`config.mk`:
```
export PLATFORM = sky130hd
export DESIGN_NAME = svm_front
export DESIGN_NICKNAME = d
export VERILOG_FILES = /design/src/hw/rtl/svm_pkg.sv /design/src/hw/rtl/svm_front.sv
export SDC_FILE = /design/constraint.sdc
export NUM_CORES = 1
export LEC_CHECK = 0
export ABC_AREA = 1
export CELL_PAD_IN_SITES_DETAIL_PLACEMENT = 2
export CELL_PAD_IN_SITES_GLOBAL_PLACEMENT = 2
export CORE_MARGIN = 4
export CORE_UTILIZATION = 24
export DETAILED_ROUTE_END_ITERATION = 7
export DONT_BUFFER_PORTS = 1
export PLACE_DENSITY_LB_ADDON = 0.15
export SYNTH_ARGS = -nofsm -noshare
export SYNTH_HDL_FRONTEND = slang
export SYNTH_SLANG_ARGS = --single-unit
```
`constraint.sdc`:
```
create_clock -name vclk -period 2.6
set_input_delay 0.78 -clock vclk [all_inputs]
set_output_delay 0.78 -clock vclk [all_outputs]
set_load 0.01 [all_outputs]
```
`src/hw/rtl/svm_pkg.sv`:
```
// svm_pkg: shared types and constants for the sample voice mixer
// holds the command item passed from front to back, field widths and state codes
// no dependencies
package svm_pkg;

    localparam int OP_W       = 3;
    localparam int NOTE_W     = 7;
    localparam int VEL_W      = 7;
    localparam int IDX_W      = 10;
    localparam int SMP_W      = 16;
    localparam int LEN_W      = 11;
    localparam int PROD_W     = SMP_W + VEL_W + 1;
    // velocity scale is 1/128
    localparam int FRAC_SHIFT = 7;

    localparam logic signed [SMP_W-1:0] SMP_MAX = 16'sh7fff;
    localparam logic signed [SMP_W-1:0] SMP_MIN = 16'sh8000;

    typedef enum logic [OP_W-1:0] {
        OP_KEY_ON  = 3'd0,
        OP_KEY_OFF = 3'd1,
        OP_WRITE   = 3'd2,
        OP_LENGTH  = 3'd3,
        OP_TICK    = 3'd4
    } op_t;

    typedef struct packed {
        op_t                      op;
        logic [NOTE_W-1:0]        note;
        logic [VEL_W-1:0]         vel;
        logic [IDX_W-1:0]         idx;
        logic signed [SMP_W-1:0]  value;
        logic [LEN_W-1:0]         len;
    } cmd_t;

    typedef enum logic {
        BK_IDLE,
        BK_WALK
    } bk_state_t;

    typedef struct packed {
        logic walking;
        logic pipe_busy;
    } bk_status_t;

endpackage

```
`src/hw/rtl/svm_front.sv`:
```
// svm_front: accepts input items, drops those that change nothing and builds commands
// depends on svm_pkg
module svm_front
    import svm_pkg::*;
#(
    parameter int VOICES       = 128,
    parameter int SAMPLE_DEPTH = 1024
) (
    input  logic                     in_valid,
    output logic                     in_ready,
    input  logic [OP_W-1:0]          op,
    input  logic [NOTE_W-1:0]        note_number,
    input  logic [VEL_W-1:0]         velocity,
    input  logic [IDX_W-1:0]         sample_index,
    input  logic signed [SMP_W-1:0]  sample_value,
    input  logic [LEN_W-1:0]         sample_length,
    input  logic                     q_space,
    output logic                     q_push,
    output cmd_t                     q_cmd
);

    logic             keep;
    logic             note_ok;
    logic             idx_ok;
    logic [LEN_W-1:0] len_sat;

    assign note_ok = 32'(note_number) < VOICES;
    assign idx_ok  = 32'(sample_index) < SAMPLE_DEPTH;
    assign len_sat = (32'(sample_length) > SAMPLE_DEPTH) ? LEN_W'(SAMPLE_DEPTH) : sample_length;

    always_comb
    begin
        keep = 1'b0;
        unique case (op)
            OP_TICK:                          keep = 1'b1;
            OP_KEY_ON, OP_KEY_OFF, OP_LENGTH: keep = note_ok;
            OP_WRITE:                         keep = note_ok & idx_ok;
            default:                          keep = 1'b0;
        endcase
    end

    assign in_ready = q_space;
    // unused op codes, out of range notes and out of range write indices are taken but never queued
    assign q_push   = in_valid & q_space & keep;

    assign q_cmd.op    = op_t'(op);
    assign q_cmd.note  = note_number;
    assign q_cmd.vel   = velocity;
    assign q_cmd.idx   = sample_index;
    assign q_cmd.value = sample_value;
    assign q_cmd.len   = len_sat;

endmodule

```
After elaboration in Yosys (flattened, before gate mapping)
Cells that the tools add are included.

Divide/modulo/power cells: 0. Order comparisons: 1. Multipliers: 0. Bitwise gates (word level): 2. Shift-type cells: 0. Add/sub/neg operators: 0. Muxes and demuxes: 2. Reduce and logical (&&, ||, !) cells: 2. Equal/unequal tests: 4.

Operators by type and width (count): 11-bit greater-than comparator, second input constant (1); 11-bit 2-to-1 mux (1); 3-bit by 2-bit == test with 1-bit output, second input constant (2); 5-bit OR reduction (1); 3-bit by 1-bit == test with 1-bit output, second input constant (1); 3-bit == test, second input constant (1); 3-bit logical NOT (1); 1-bit AND (2); 1-bit 2-to-1 mux (1).

Input port bits: 56. Memory bits (writable): 0. Bits in latches: 0. Memories kept: 0. Bits in read-only memories: 0. Register bits: 0. Word-level logic and storage cells: 11.

Logic depth before layout (Yosys ltp)
Gate-level depths: netlist of run 1.

Word-level depth: 4. Mapped depth: 5.

Least setup slack after synthesis of run 1
Ideal clock, no wire load.

Path kind: input -> output. Start point: input port sample_length[8]. End point: output port q_cmd[0] (netlist bit). Data arrival time: 1319 ps. Setup slack: 501 ps. Buffers on the path: 0. Stages on the path: 5. Cells stage by stage: nor2_1 -> nand3_1 -> nor2_2 -> nor2_4 -> nor2_1.

RTL lines: start, declared (line svm_front.sv:16) `input logic [LEN_W-1:0] sample_length,`; end, declared (line svm_front.sv:19) `output cmd_t q_cmd`.

==> flow_summary.ini, run 1 <==
[route]
routed_wirelength_um = 812
num_vias = 225
routed_via_density = 4.02
drtAntennaViolNets = 0
drc_errors = 0
wl_per_cell_um = 14.5
initialDrtViolationCount = 0
drt_first_pass_iters = 1

[hold_path]
min_path_type = in -> out

[timing]
report.final.hold_viol_count = 0
finalCriticalPeriod_ns = 2.18
rsz0062_at_grt = no
fmax_ghz = 0.459
period_share_pct = 83.8
finalSetupTns_ns = 0
setup_viol_count_final = 0
slew_headroom_pct = 83.2
slew_violations = 0
worstMarginPinSlew_ns = 0.252

[floorplanning]
rows = 15
fp.dieW_um = 52.1
die_h_um = 52.1
coreArea_mm2 = 0.00178
boundaryPins = 112
start_util_pct = 26.2
die_area_mm2 = 0.00271

[placement]
dp_hpwl_um = 707
io_buffers = 0
routabilityCongestion = 0.512

[logic_synthesis]
ys_types = 9
syn-cell-area_um2 = 467
synth-xor-area-share_pct = 0
avgSynthCellArea_um2 = 6.14
synth_compound_area_share_pct = 1.07
synthMuxAreaShare_pct = 0
synth-seq-area-share_pct = 0
synthSimpleGateAreaFrac_pct = 18.5
syn_nets = 132
netlist_instances = 76
synthAdderAreaFrac_pct = 0
synth_warnings = 0
synth_top_family_by_area = buffers and inverters

[run]
drv_cap = 0

[critical_path]
crit_path_frequent_cell = nor2_1
arrival_ns = 1.40
crit_family = simple AND/OR/NAND/NOR gates
critPathBufInv = 0
cp-start-kind = primary input
crit_type = in -> out
critical_path.cell_chain = nor2_1 -> nand3_1 -> nor2_2 -> nor2_4 -> nor2_1
critPathCaptureType = output pin
critPathMaxStageDelay_ns = 0.20
cp_max_fo = 10
slowest_stage = nor2_1
crit_required_ns = 1.82

[finish]
clkbuf_count = 0
regArea_um2 = 0
final_util_pct = 9.19
n_antenna_cell = 0
multiInputGateArea_um2 = 91.3
synthToLayoutAreaGrowth_pct = -64.9
nFillCells = 237
nFlopsAndLatches = 0
drive_gt1_share_pct = 6.45
fin_nets = 89

[pwr]
p_leak_uw = 0.0000971
power_density_mw_per_mm2 = 123
peakVddDrop_mv = 0.0172

[grt]
grt_pass1_wl_um = 1060
use_met2_pct = 8.79
grt_usage_pct = 4.92
grt_busiest_layer = met2
overflow = 0
antenna_found_initial = 0
grt_max_degree = 11
use_met3_pct = 2.01
grt_pass1_vias = 236
use_met1_pct = 4.08

[cts]
cts_setup_buffers = 0
ctsHoldBuffers = 0
ctsResizeCount = 0

[status]
status = finished, final reports clean
[metal layers]
metal | routed length, µm | share of wire (%) | vias to the layer above
met1 | 202 | 25 | 89
met5 | 0 | 0 | -
met2 | 386 | 48 | 39
met3 | 185 | 23 | 10
li1 | - | - | 87
met4 | 38 | 4.7 | 0
[layout make-up]
class / instances / share of cell area [%]
Inverter: 11 / 25.2
Multi-Input combinational cell: 20 / 55.7
Tap cell: 25 / 19.1
[synthesized netlist by cell type]
master	count	share of area [%]
and3_1	1	1.3
buf_4	44	71
clkbuf_1	1	0.80
inv_1	11	8.8
nand3_1	2	2.1
nor2_1	14	11
nor2_2	1	1.3
nor2_4	1	2.4
o21ai_0	1	1.1
[cell usage in the layout (no fill, tap or decap)]
cell	count
and3_1	1
inv_1	11
nand3_1	2
nor2_1	14
nor2_2	1
nor2_4	1
o21ai_0	1
[cells by family after synthesis]
family,after synthesis
and+or+nand+nor,19
buffers and inverters,56
AOI/OAI and AO/OA,1
[report_power, final]
| group | leakage, µW | internal, µW | switching (µW) |
|---|---|---|---|
| logic | 0.0000971 | 5.66 | 14.5 |
| clock network | 0 | 0 | 0 |
| registers | 0 | 0 | 0 |
[path summary, 6_finish.rpt]
kind                        startpoint   endpoint  slack (ns)  depth (start not counted)
worst max-delay path  sample_length[8]   q_cmd[3]        0.42                          5
worst min-delay path   sample_value[3]  q_cmd[14]        1.56                          0
[metrics by stage]
stage               instance area [µm²]  power (µW)  hold WS, ns  instances  worst slack (ns)
floorplan                           467        88.1         1.65         76             0.501
global placement                    164        20.7         1.56         56             0.379
detailed placement                  164        21.1         1.56         56             0.379
CTS                                 164        21.2         1.56         56             0.379
global route                        164        23.3         1.56         56             0.288
finish                              164        20.2         1.56         56             0.421
(Power assumes the default switching activity.)
==> run 2: changes to the inputs <==
- CORE_UTILIZATION: 24 -> 20
- clock period: 2.6 -> 2 ns (I/O delays scaled with it)
==> flow_summary.ini, run 2 (synthesis results as in run 1) <==
[pwr]
peakVddDrop_mv = 0.0208
power_density_mw_per_mm2 = 158
p_leak_uw = 0.0000971

[grt]
grt_max_degree = 11
overflow = 0
grt_pass1_vias = 256
antenna_found_initial = 0
grt_usage_pct = 4.39
grt_pass1_wl_um = 1190

[timing]
rsz0062_at_grt = no
period_share_pct = 91.8
slew_violations = 0
worstMarginPinSlew_ns = 0.251
setup_viol_count_final = 0
hold_ws_ns = 1.20
report.final.hold_viol_count = 0
finalCriticalPeriod_ns = 1.84
finalSetupTns_ns = 0
fmax_ghz = 0.545
slew_headroom_pct = 83.2

[finish]
regArea_um2 = 0
n_antenna_cell = 0
nFlopsAndLatches = 0
final_util_pct = 7.58
drive_gt1_share_pct = 6.45
stdcell_count = 59
layout_commonest_cell = nor2_1
clkbuf_count = 0
nFillCells = 280
synthToLayoutAreaGrowth_pct = -64.1
fin_nets = 89
mostFrequentLayoutCells = 14 x nor2_1, 11 x inv_1, 2 x nand3_1

[status]
status = finished, final reports clean

[placement]
place_inst = 59
routabilityCongestion = 0.624
io_buffers = 0

[route]
highest_layer = met4
wl_met3_um = 174
routed_via_density = 3.78
wl_per_cell_um = 13.8
met1Wirelength_um = 203
drc_errors = 0
initialDrtViolationCount = 4
drtAntennaViolNets = 0
drt_first_pass_iters = 2
routed_wirelength_um = 813
met2_length_um = 388
num_vias = 223

[critical_path]
cp_max_fo = 10
critPathMaxStageDelay_ns = 0.21
critPathCaptureType = output pin
slowest_stage = nor2_1
arrival_ns = 1.24
crit_path_frequent_cell = nor2_1
crit_required_ns = 1.40
crit_type = in -> out
critical_path.cell_chain = nor2_1 -> nand3_1 -> nor2_2 -> nor2_4 -> nor2_1
cp-start-kind = primary input

[floorplanning]
die_h_um = 56.3
coreArea_mm2 = 0.00221
rows = 17
fp.dieW_um = 56.3
boundaryPins = 112
die_area_mm2 = 0.00317
start_util_pct = 21.1

[run]
drv_cap = 0

[cts]
ctsHoldBuffers = 0
cts_setup_buffers = 0
ctsResizeCount = 0

[hold_path]
min_path_type = in -> out
hold_depth = 0
-- run 2: metrics by stage --
step                setup WS (ns)  area [µm²]  power (µW)
finish                      0.164         168        26.4
global route               0.0626         168        30.3
CTS                         0.135         168        27.8
detailed placement          0.135         168        27.8
global placement            0.133         168        27.1
floorplan                   0.261         467         115
-- run 2: worst paths after layout --
check	slack, ns	to	start
setup / recovery	0.16	q_cmd[7]	sample_length[6]
hold / removal	1.20	in_ready	q_space
-- run 2: per-layer routing --
layer	vias to the layer above	GRT usage, %
li1	87	-
met1	90	3.81
met2	30	7.35
met3	16	1.84
met4	0	4.41
met5	-	0
-- run 2: worst max-delay path: cells and delay by family --
kind / cells / cell delay [ns]
and+or+nand+nor: 5 / 0.63
-- run 2: final cells by class --
cell class                 count  area, µm²  area share (%)
inverter                      11       41.3            24.6
tap                           28       35.0            20.9
multi-input combinational     20       91.3            54.5
-- run 2: power by group --
| part | total (µW) | internal (µW) | switching (µW) |
|---|---|---|---|
| clock | 0 | 0 | 0 |
| combinational | 26.4 | 7.35 | 19.1 |
| sequential | 0 | 0 | 0 |
| total | 26.4 | 7.35 | 19.1 |
