<file path="src/hw/rtl/svm_pkg.sv">
// svm_pkg: shared types and constants for the sample voice mixer
// holds the command item passed from front to back, field widths and state codes
// no dependencies
package svm_pkg;

    localparam int OP_W       = 3;
    localparam int NOTE_W     = 7;
    localparam int VEL_W      = 7;
    localparam int IDX_W      = 10;
    localparam int SMP_W      = 16;
    localparam int LEN_W      = 11;
    localparam int PROD_W     = SMP_W + VEL_W + 1;
    // velocity scale is 1/128
    localparam int FRAC_SHIFT = 7;

    localparam logic signed [SMP_W-1:0] SMP_MAX = 16'sh7fff;
    localparam logic signed [SMP_W-1:0] SMP_MIN = 16'sh8000;

    typedef enum logic [OP_W-1:0] {
        OP_KEY_ON  = 3'd0,
        OP_KEY_OFF = 3'd1,
        OP_WRITE   = 3'd2,
        OP_LENGTH  = 3'd3,
        OP_TICK    = 3'd4
    } op_t;

    typedef struct packed {
        op_t                      op;
        logic [NOTE_W-1:0]        note;
        logic [VEL_W-1:0]         vel;
        logic [IDX_W-1:0]         idx;
        logic signed [SMP_W-1:0]  value;
        logic [LEN_W-1:0]         len;
    } cmd_t;

    typedef enum logic {
        BK_IDLE,
        BK_WALK
    } bk_state_t;

    typedef struct packed {
        logic walking;
        logic pipe_busy;
    } bk_status_t;

endpackage

</file>
<file path="src/hw/rtl/svm_cmd_queue.sv">
// svm_cmd_queue: two entry command queue between front and back
// depends on svm_pkg
module svm_cmd_queue
    import svm_pkg::*;
(
    input  logic clk,
    input  logic rst_n,
    input  logic push,
    input  cmd_t push_cmd,
    output logic space,
    output logic q_valid,
    input  logic pop,
    output cmd_t q_cmd
);

    cmd_t       slot_reg [2];
    logic       wr_ptr_reg;
    logic       wr_ptr_next;
    logic       rd_ptr_reg;
    logic       rd_ptr_next;
    logic [1:0] count_reg;
    logic [1:0] count_next;

    assign space   = (count_reg != 2'd2);
    assign q_valid = (count_reg != 2'd0);
    assign q_cmd   = slot_reg[rd_ptr_reg];

    always_comb
    begin
        wr_ptr_next = wr_ptr_reg ^ push;
        rd_ptr_next = rd_ptr_reg ^ pop;
        count_next  = count_reg + 2'(push) - 2'(pop);
    end

    always_ff @(posedge clk or negedge rst_n)
    begin
        if (!rst_n)
        begin
            wr_ptr_reg <= 1'b0;
            rd_ptr_reg <= 1'b0;
            count_reg  <= 2'd0;
        end
        else
        begin
            wr_ptr_reg <= wr_ptr_next;
            rd_ptr_reg <= rd_ptr_next;
            count_reg  <= count_next;
        end
    end

    always_ff @(posedge clk)
    begin
        if (push)
        begin
            slot_reg[wr_ptr_reg] <= push_cmd;
        end
    end

endmodule

</file>
<file path="config.mk">
export PLATFORM = sky130hd
export DESIGN_NAME = svm_cmd_queue
export DESIGN_NICKNAME = d
export VERILOG_FILES = /design/src/hw/rtl/svm_pkg.sv /design/src/hw/rtl/svm_cmd_queue.sv
export SDC_FILE = /design/constraint.sdc
export NUM_CORES = 1
export LEC_CHECK = 0
export ABC_AREA = 1
export BUFFER_PORTS_ARGS = -buffer_cell sky130_fd_sc_hd__buf_2
export CORE_UTILIZATION = 58
export CTS_BUF_LIST = sky130_fd_sc_hd__clkbuf_2
export DETAILED_ROUTE_END_ITERATION = 12
export PLACE_DENSITY = 0.87
export SKIP_LAST_GASP = 1
export SYNTH_ARGS = -nofsm -noshare
export SYNTH_HDL_FRONTEND = slang
export SYNTH_SLANG_ARGS = --single-unit
</file>
<file path="constraint.sdc">
create_clock -name clk -period 5.8 [get_ports clk]
set_clock_uncertainty 0.1 [all_clocks]
set_input_delay 0.29 -clock clk [delete_from_list [all_inputs] [get_ports clk]]
set_output_delay 0.29 -clock clk [all_outputs]
set_load 0.01 [all_outputs]
</file>
Yosys cells after proc, flatten, opt, wreduce, memory -nomap -nowiden
Memory sizes are Yosys's and may differ from the RTL's.
Index checks and enable logic that the tools add are counted.
{ "totals": {"latchBits": 0, "register_bits": 4, "mem_bits_rw": 108, "out_inout_bits": 56, "wordCells": 12, "romBits": 0, "memories": 1} }
{ "memory_table": {"columns": ["name", "depth", "width", "read_ports", "rd_ports_with_merged_regs", "write_ports", "line", "source"], "rows": [
  ["slot_reg", 2, 54, 1, 0, 1, "svm_cmd_queue.sv:16", "cmd_t slot_reg [2];"]
]} }
{ "classes": {"reduce_logical": 1, "multipliers": 0, "n_div": 0, "n_eq_ne": 1, "n_shift": 0, "mux": 2, "addsub": 2, "bitwise": 2, "order_cmp": 0} }
{ "ops": {"columns": ["operator", "count"], "rows": [
  ["$add 2x1->2", 1],
  ["$mux 1", 2],
  ["$ne 2x2->1 const B", 1],
  ["$reduce_bool 2->1", 1],
  ["$sub 2x1->2", 1],
  ["$xor 1x1->1", 2]
]} }

Logic depth before layout (Yosys ltp)
Gate-level depths: netlist of the first run.
{ "logic_depth": {"word_depth": 2, "ltp_mapped": 7} }

Worst setup path after synthesis of the first run
Ideal clock, no wire load.
{ "synth_path": {"path_kind": "register -> register", "startpoint": "register wr_ptr_reg", "endpoint": "memory slot_reg[0][0] in the netlist's numbering, enable pin", "arrival_ps": 1735, "path_slack_ps": 3547, "setup_ps": 417, "stages_incl_launch_ff": 3, "synth_period_minus_slack_ps": 2253, "cell_sequence": "dfrtp_1 inv_1 ha_1"} }
{ "synth_lines": {"columns": ["item", "line", "source"], "rows": [
  ["start, declared", "svm_cmd_queue.sv:17", "logic wr_ptr_reg;"],
  ["start signal, assigned", "svm_cmd_queue.sv:45", "wr_ptr_reg <= wr_ptr_next;"],
  ["end, declared", "svm_cmd_queue.sv:16", null]
]} }
No word-level cell before the write port.

==> metrics.yaml, run 1 <==
status: "complete, no violations"
path_class: "reg2out"
fin_total_pwr_mw: 2.16
grt.overflow.total: 0
ir_drop_uv: 280
yosysMostFrequentCell: "edfxtp_1"
synth_edf_count: 108
fin_tns_setup_ns: 0
maxSlewViolCount: 0
synth_cell_types: 13
arrival_ns: 2.28
hold_class: "in2reg"
drt-total-wl_mm: 8.24
grtUsageTotal_pct: 22.5
synth_top_area_share_pct: 76.5
synthAdderAreaFrac_pct: 1.18
cts_tree: "yes"
synth_ff_type: "edfxtp_1"
power_density_nw_per_um2: 391
leakagePower_nw: 2.40
fin_nets: 540
yosysTopAreaCell: "edfxtp_1"
first_iter_violations: 187
startpoint_type: "flop"
clock_latency_ns: 0.50
cts.clk_slew.worst_paths_ns: 0.28
dieWidth_um: 87.5
firstDrtPassIters: 4
worst_slew_pin_slew_ns: 0.987
period_needed_ns: 2.67
antenna_found_initial: 0
routed_via_density: 4.76
clock_path_buffers: 2
numCtsBuffers: 9
relSlewSlack_pct: 34.2
fin_crit_sh_pct: 46.0
cts-root-buf: "clkbuf_2"
synth_compound_area_share_pct: 6.91
async_reset_ff_share_pct: 3.57
grt_start_max_net_pins: 110
cts_num_sinks: 112
r2r-end: "slot_reg[0][9]"
dpl.hpwl_mm: 4.59
fmax_ghz: 0.375
synth.avg_cell_area_um2: 13.9
synthMuxAreaShare_pct: 0
pin_count: 114
timing_hold_violations_final: 0
cts_setup_buffers: 0
dieArea_um2: 7650
core_um2: 6940
synth_area_um2: 4240
grt_pass1_vias: 2768
syn_inst: 306
portBuffers: 113
row_count: 30
ff2ff_setup_slack_ns: 4.12
rsz0062_at_grt: "no"
final-setup-viol-count: 0
synth_commonest_cells: "edfxtp_1, inv_1, nand2_1"
syn_nets: 368
cp-end-kind: "output pin"
grt_first_pass_wirelength_mm: 12.3
dr_total_vias: 2754
antenna_left: 0
drc: 0
hold_depth: 2
synth_top_family_by_area: "buffers and inverters"
start_util_pct: 61.0
synth-xor-area-share_pct: 0.207
drv_cap: 0
reg2reg_from: "wr_ptr_reg"
worst-path-max-fanout: 109
htree_num_levels: 3
place.gp.congestion: 0.766
yosys.area_share.simple_pct: 5.52
yosys_warnings: 0
holdPathEnd: "slot_reg[1][51]"
crit_required_ns: 5.41
largest_reg_flops: 108
die_y_um: 87.5
ys_ff_latch: 112
rr_worst_depth: 3
diodes: 0
wl_per_cell_um: 14.2
drive_gt1_share_pct: 28.6
min-delay-start: "push_cmd[51]"
syn_to_final_growth_pct: 30.5
seq_area_frac_synth_pct: 78.9
synth_area_leaders: "edfxtp_1, inv_1, nand2_1, o21ai_0, dfrtp_1"
-- per-layer routing --
layer,global-route usage [%],vias to the layer above,wire [µm],share of wire [%]
met5,0,-,0,0
met4,11.9,0,233,2.8
met3,3.22,18,281,3.4
met2,42.5,82,4700,57
met1,24.2,1289,3020,37
li1,-,1365,-,-
-- report_power, final --
group          leakage [nW]  switching (mW)  total (mW)  internal (mW)
clock network        0.0572           0.224       0.284         0.0601
registers              1.06           0.138        1.21           1.07
logic                  1.28           0.396       0.665          0.269
-- cell type report --
type / count / area [µm²]
clock buffers: 12 / 60.1
repair buffers: 173 / 1160
flip-flops and latches: 112 / 3350
clock inverters: 4 / 23.8
fillers: 426 / 1410
well taps: 96 / 120
inverters: 61 / 229
multi-input cells: 121 / 591
-- kinds of logic (layout without fill, tap and decap cells) --
group                      Yosys count  after routing
xor gates and xnor gates             1              1
buffers and inverters               73            250
adders and majority gates            4              4
AOI/OAI and AO/OA                   54             54
DFF                                112            112
and+or+nand+nor                     62             62
-- cells in the final DEF (no fill, tap or decap) --
| cell | synthesis | layout |
|---|---|---|
| inv_1 | 61 | 61 |
| ha_2 | 0 | 2 |
| ha_1 | 4 | 2 |
| edfxtp_1 | 108 | 108 |
| clkinv_1 | 0 | 2 |
| clkinvlp_4 | 0 | 1 |
| buf_2 | 8 | 113 |
| clkbuf_2 | 0 | 12 |
| o21ai_0 | 43 | 43 |
| o21ai_2 | 6 | 6 |
| dfrtp_4 | 0 | 1 |
| xor2_1 | 1 | 1 |
| dfrtp_1 | 4 | 3 |
| dlygate4sd3_1 | 0 | 58 |
| nand2_1 | 61 | 61 |
| nand3_1 | 1 | 1 |
| buf_4 | 1 | 2 |
| o21ai_1 | 5 | 5 |
| clkinv_4 | 0 | 1 |
-- timing repair --
| action | in CTS | in global routing |
|---|---|---|
| hold buffers | 58 | 0 |
| setup endpoints to repair | 0 | 0 |
| hold endpoints to repair | 115 | 0 |
| gates resized for setup | 0 | 0 |
-- per-stage QoR --
stage          cell area, µm²  utilization [%]  std cells  worst slack (ns)  hold WS [ns]
6_report                 5530             79.7        579              3.13         0.373
5_1_grt                  5530             79.7        579              2.95         0.297
4_1_cts                  5530             79.7        579              3.23         0.326
3_5_place_dp             4870             70.1        505              3.86       0.00150
3_3_place_gp             4870             70.1        505              3.89       0.00315
2_1_floorplan            4240                -        306              3.55        -0.106
-- worst max-delay path, cell delays in order, from the launching register on --
cell and delay (ns):
dfrtp_4 1.11, nand2_1 0.20, o21ai_0 0.20, buf_2 0.20
-- worst max-delay path by stage --
stage | start | to | slack (ns)
floorplan | wr_ptr_reg | slot_reg[0][0] | 3.55
global placement | rd_ptr_reg | q_cmd[13] | 3.89
detailed placement | rd_ptr_reg | q_cmd[14] | 3.86
CTS | rd_ptr_reg | q_cmd[14] | 3.23
global route | rd_ptr_reg | q_cmd[14] | 2.95
finish | rd_ptr_reg | q_cmd[14] | 3.13
(Power assumes the default switching activity.)
==> run 2: changes to the inputs <==
ABC_AREA = 0   (was 1)
CORE_UTILIZATION = 54   (was 58)
PLACE_DENSITY = 0.81   (was 0.87)
clock period = 2.66 ns   (was 5.8 ns; I/O delays follow)
==> run 2 against run 1 <==
Final cell count down 18%. Global-route usage down 3.2 points. Via count down 16%. Total power up 140%. Wire length down 6.5%. Core utilization down 6.0 points. Non-clock buffer count up 3. Critical path depth unchanged. Sequential power up 110%.
==> metrics.yaml, run 2 <==
fmax_ghz: 0.400
wl_per_cell_um: 16.3  # was 14.2 µm
reg2reg_from: "wr_ptr_reg"  # unchanged
yosys_warnings: 0  # unchanged
grt_first_pass_wirelength_mm: 11.7  # was 12.3 mm
die_y_um: 91.8  # was 87.5 µm
routed-wl-met3_um: 396  # was 281 µm
antenna_found_initial: 0  # unchanged
maxSlewViolCount: 0  # unchanged
rsz0062_at_grt: "no"  # unchanged
dieWidth_um: 91.8  # was 87.5 µm
largest_reg_flops: 108  # unchanged
worst_slew_pin_slew_ns: 0.700  # was 0.987 ns
path_class: "reg2out"  # unchanged
final_common_cell: "buf_2"  # unchanged
synth.avg_cell_area_um2: 23.7  # was 13.9 µm²
drive_gt1_share_pct: 51.9  # was 28.6%
diodes: 0  # unchanged
rr_worst_depth: 3  # unchanged
yosysMostFrequentCell: "edfxtp_1"  # unchanged
fin_nets: 427  # was 540
core_um2: 7770  # was 6940 µm²
portBuffers: 113  # unchanged
synth_ff_type: "edfxtp_1"  # unchanged
dp.cells: 398  # was 505
final_cells: 472  # was 579
cts_num_sinks: 112  # unchanged
ir_drop_uv: 666  # was 280 µV
p_int_mw: 3.52  # was 1.40 mW
pwr-share-seq_pct: 50.8  # was 56.1%
grt_start_max_net_pins: 40  # was 110
grtUsageTotal_pct: 19.3  # was 22.5%
grt_pass1_vias: 2433  # was 2768
pin_count: 114  # unchanged
async_reset_ff_share_pct: 3.57  # unchanged
syn_nets: 246  # was 368
start_util_pct: 56.1  # was 61.0%
drt-total-wl_mm: 7.71  # was 8.24 mm
routed_via_density: 4.89  # was 4.76
synth_area_um2: 4360  # was 4240 µm²
timing_hold_violations_final: 0  # unchanged
synth_top_area_share_pct: 74.4  # was 76.5%
clock_path_buffers: 2  # unchanged
final-setup-viol-count: 0  # unchanged
hold_ws_ns: 0.131  # was 0.373 ns
clock_latency_ns: 0.57  # was 0.50 ns
syn_inst: 184  # was 306
switching_share_pct: 30.9  # was 35.1%
numCtsBuffers: 9  # unchanged
dr_total_vias: 2306  # was 2754
critPathCapture: "q_cmd[28]"  # was q_cmd[14]
startpoint_type: "flop"  # unchanged
row_count: 32  # was 30
fin_tns_setup_ns: 0  # unchanged
critical_path.startpoint: "rd_ptr_reg"  # unchanged
p_comb_share_pct: 34.6  # was 30.8%
fill_cells: 488  # was 426
ff2ff_setup_slack_ns: 0.97  # was 4.12 ns
fin_crit_sh_pct: 94.1
met1Wirelength_mm: 3.01  # was 3.02 mm
dieArea_um2: 8430  # was 7650 µm²
mostFrequentLayoutCells: "buf_2, edfxtp_1, dlygate4sd3_1"  # was buf_2, edfxtp_1, inv_1, nand2_1, dlygate4sd3_1
hold_class: "in2reg"  # unchanged
leakagePower_nw: 2.35  # was 2.40 nW
syn_to_final_growth_pct: 31.3  # was 30.5%
ys_ff_latch: 112  # unchanged
period_needed_ns: 2.50
place.gp.congestion: 0.656  # was 0.766
cts-root-buf: "clkbuf_2"  # unchanged
seq_area_frac_synth_pct: 76.7  # was 78.9%
worst-path-max-fanout: 39  # was 109
synth_cell_types: 12  # was 13
drc: 0  # unchanged
crit_required_ns: 2.43  # was 5.41 ns
synth_commonest_cells: "edfxtp_1, mux2_4, buf_12, mux2_2"  # was edfxtp_1, inv_1, nand2_1
cts_resized: 0  # unchanged
cts_tree: "yes"  # unchanged
r2r-end: "slot_reg[0][24]"  # was slot_reg[0][9]
arrival_ns: 2.27  # was 2.28 ns
status: "complete, no violations"  # unchanged
drv_cap: 0  # unchanged
htree_num_levels: 3  # unchanged
power.net_switching_mw: 1.58  # was 0.758 mW
maxUsedRoutingLayer: "met4"  # unchanged
antenna_left: 0  # unchanged
synth_edf_count: 108  # unchanged
grt.overflow.total: 0  # unchanged
first_iter_violations: 93  # was 187
routed-wl-met2_mm: 4.14  # was 4.70 mm
power_density_nw_per_um2: 891  # was 391 nW/µm²
firstDrtPassIters: 4  # unchanged
synth_area_leaders: "edfxtp_1, mux2_4, buf_12, dfrtp_1, mux2_2"  # was edfxtp_1, inv_1, nand2_1, o21ai_0, dfrtp_1
dpl.hpwl_mm: 4.43  # was 4.59 mm
clock_power_share_pct: 14.6  # was 13.1%
yosysTopAreaCell: "edfxtp_1"  # unchanged
relSlewSlack_pct: 53.4  # was 34.2%
cts.clk_slew.worst_paths_ns: 0.31  # was 0.28 ns
cp-end-kind: "output pin"  # unchanged
==> run 2: cell types whose count changed after synthesis, sizes merged <==
cell	delta
nand3	-1
nand2	-61
buf	-6
o21ai	-54
nand2b	+1
xor3	+1
or2	+1
inv	-57
mux2	+54
==> run 2: worst max-delay path, stage by stage (launching register included) <==
cell and delay, ns:
dfrtp_4 0.94, buf_12 0.26, mux2_4 0.32, buf_2 0.15
==> run 2: layout make-up <==
| cell class | instances | area, µm² | area share, % |
|---|---|---|---|
| Multi-Input combinational cell | 62 | 892 | 15.6 |
| Sequential cell | 112 | 3350 | 58.5 |
| Tap cell | 102 | 128 | 2.23 |
| Clock buffer | 9 | 45.0 | 0.788 |
| Inverter | 4 | 15.0 | 0.263 |
| Clock inverter | 7 | 71.3 | 1.25 |
| Timing Repair Buffer | 176 | 1220 | 21.4 |
==> run 2: cells by family (layout without fill, tap and decap cells) <==
group         count (synthesis)  count (layout)  share of synthesized area, %
xor+xnor                      2               2                         0.747
fa+ha+maj                     4               4                          1.15
buf+inv                      10             196                          2.90
flops                       112             112                          76.7
mux                          54              54                          18.2
simple gates                  2               2                         0.287
==> run 2: worst min path at each step <==
stage | from | to | cells past startpoint
6_report | push_cmd[25] | slot_reg[0][25] | 2
5_1_grt | push_cmd[25] | slot_reg[1][25] | 2
4_1_cts | push_cmd[18] | slot_reg[1][18] | 2
3_5_place_dp | rst_n | count_reg[0] | 1
3_3_place_gp | rst_n | count_reg[0] | 1
2_1_floorplan | rst_n | count_reg[0] | 0
==> run 2: power by group through the flow <==
| stage | Sequential (mW) | Clock (mW) | Combinational (mW) |
|---|---|---|---|
| floorplan | 2.46 | 0 | 1.41 |
| global placement | 2.62 | 0 | 1.66 |
| detailed placement | 2.64 | 0 | 1.69 |
| CTS | 2.60 | 0.763 | 1.76 |
| global route | 2.63 | 0.829 | 1.88 |
| finish | 2.59 | 0.743 | 1.77 |
==> run 2: layer usage <==
layer,up-vias,global-route usage (%)
met1,1113,20.5
met4,0,9.51
li1,1088,-
met2,91,35.7
met5,-,0
met3,14,4.56
==> run 2: what timing repair did <==
action / CTS / global route
buffers inserted: 0 / 0
hold endpoints to repair: 116 / 0
hold buffers: 58 / 0
==> run 2: metrics by stage <==
step                utilization, %  area (µm²)  setup WS, ns  power (mW)
global route                  73.6        5720        0.0260        5.34
global placement              64.7        5020         0.831        4.27
detailed placement            64.7        5020         0.794        4.33
floorplan                        -        4360         0.407        3.87
CTS                           73.6        5720        0.0954        5.12
finish                        73.6        5720         0.158        5.10
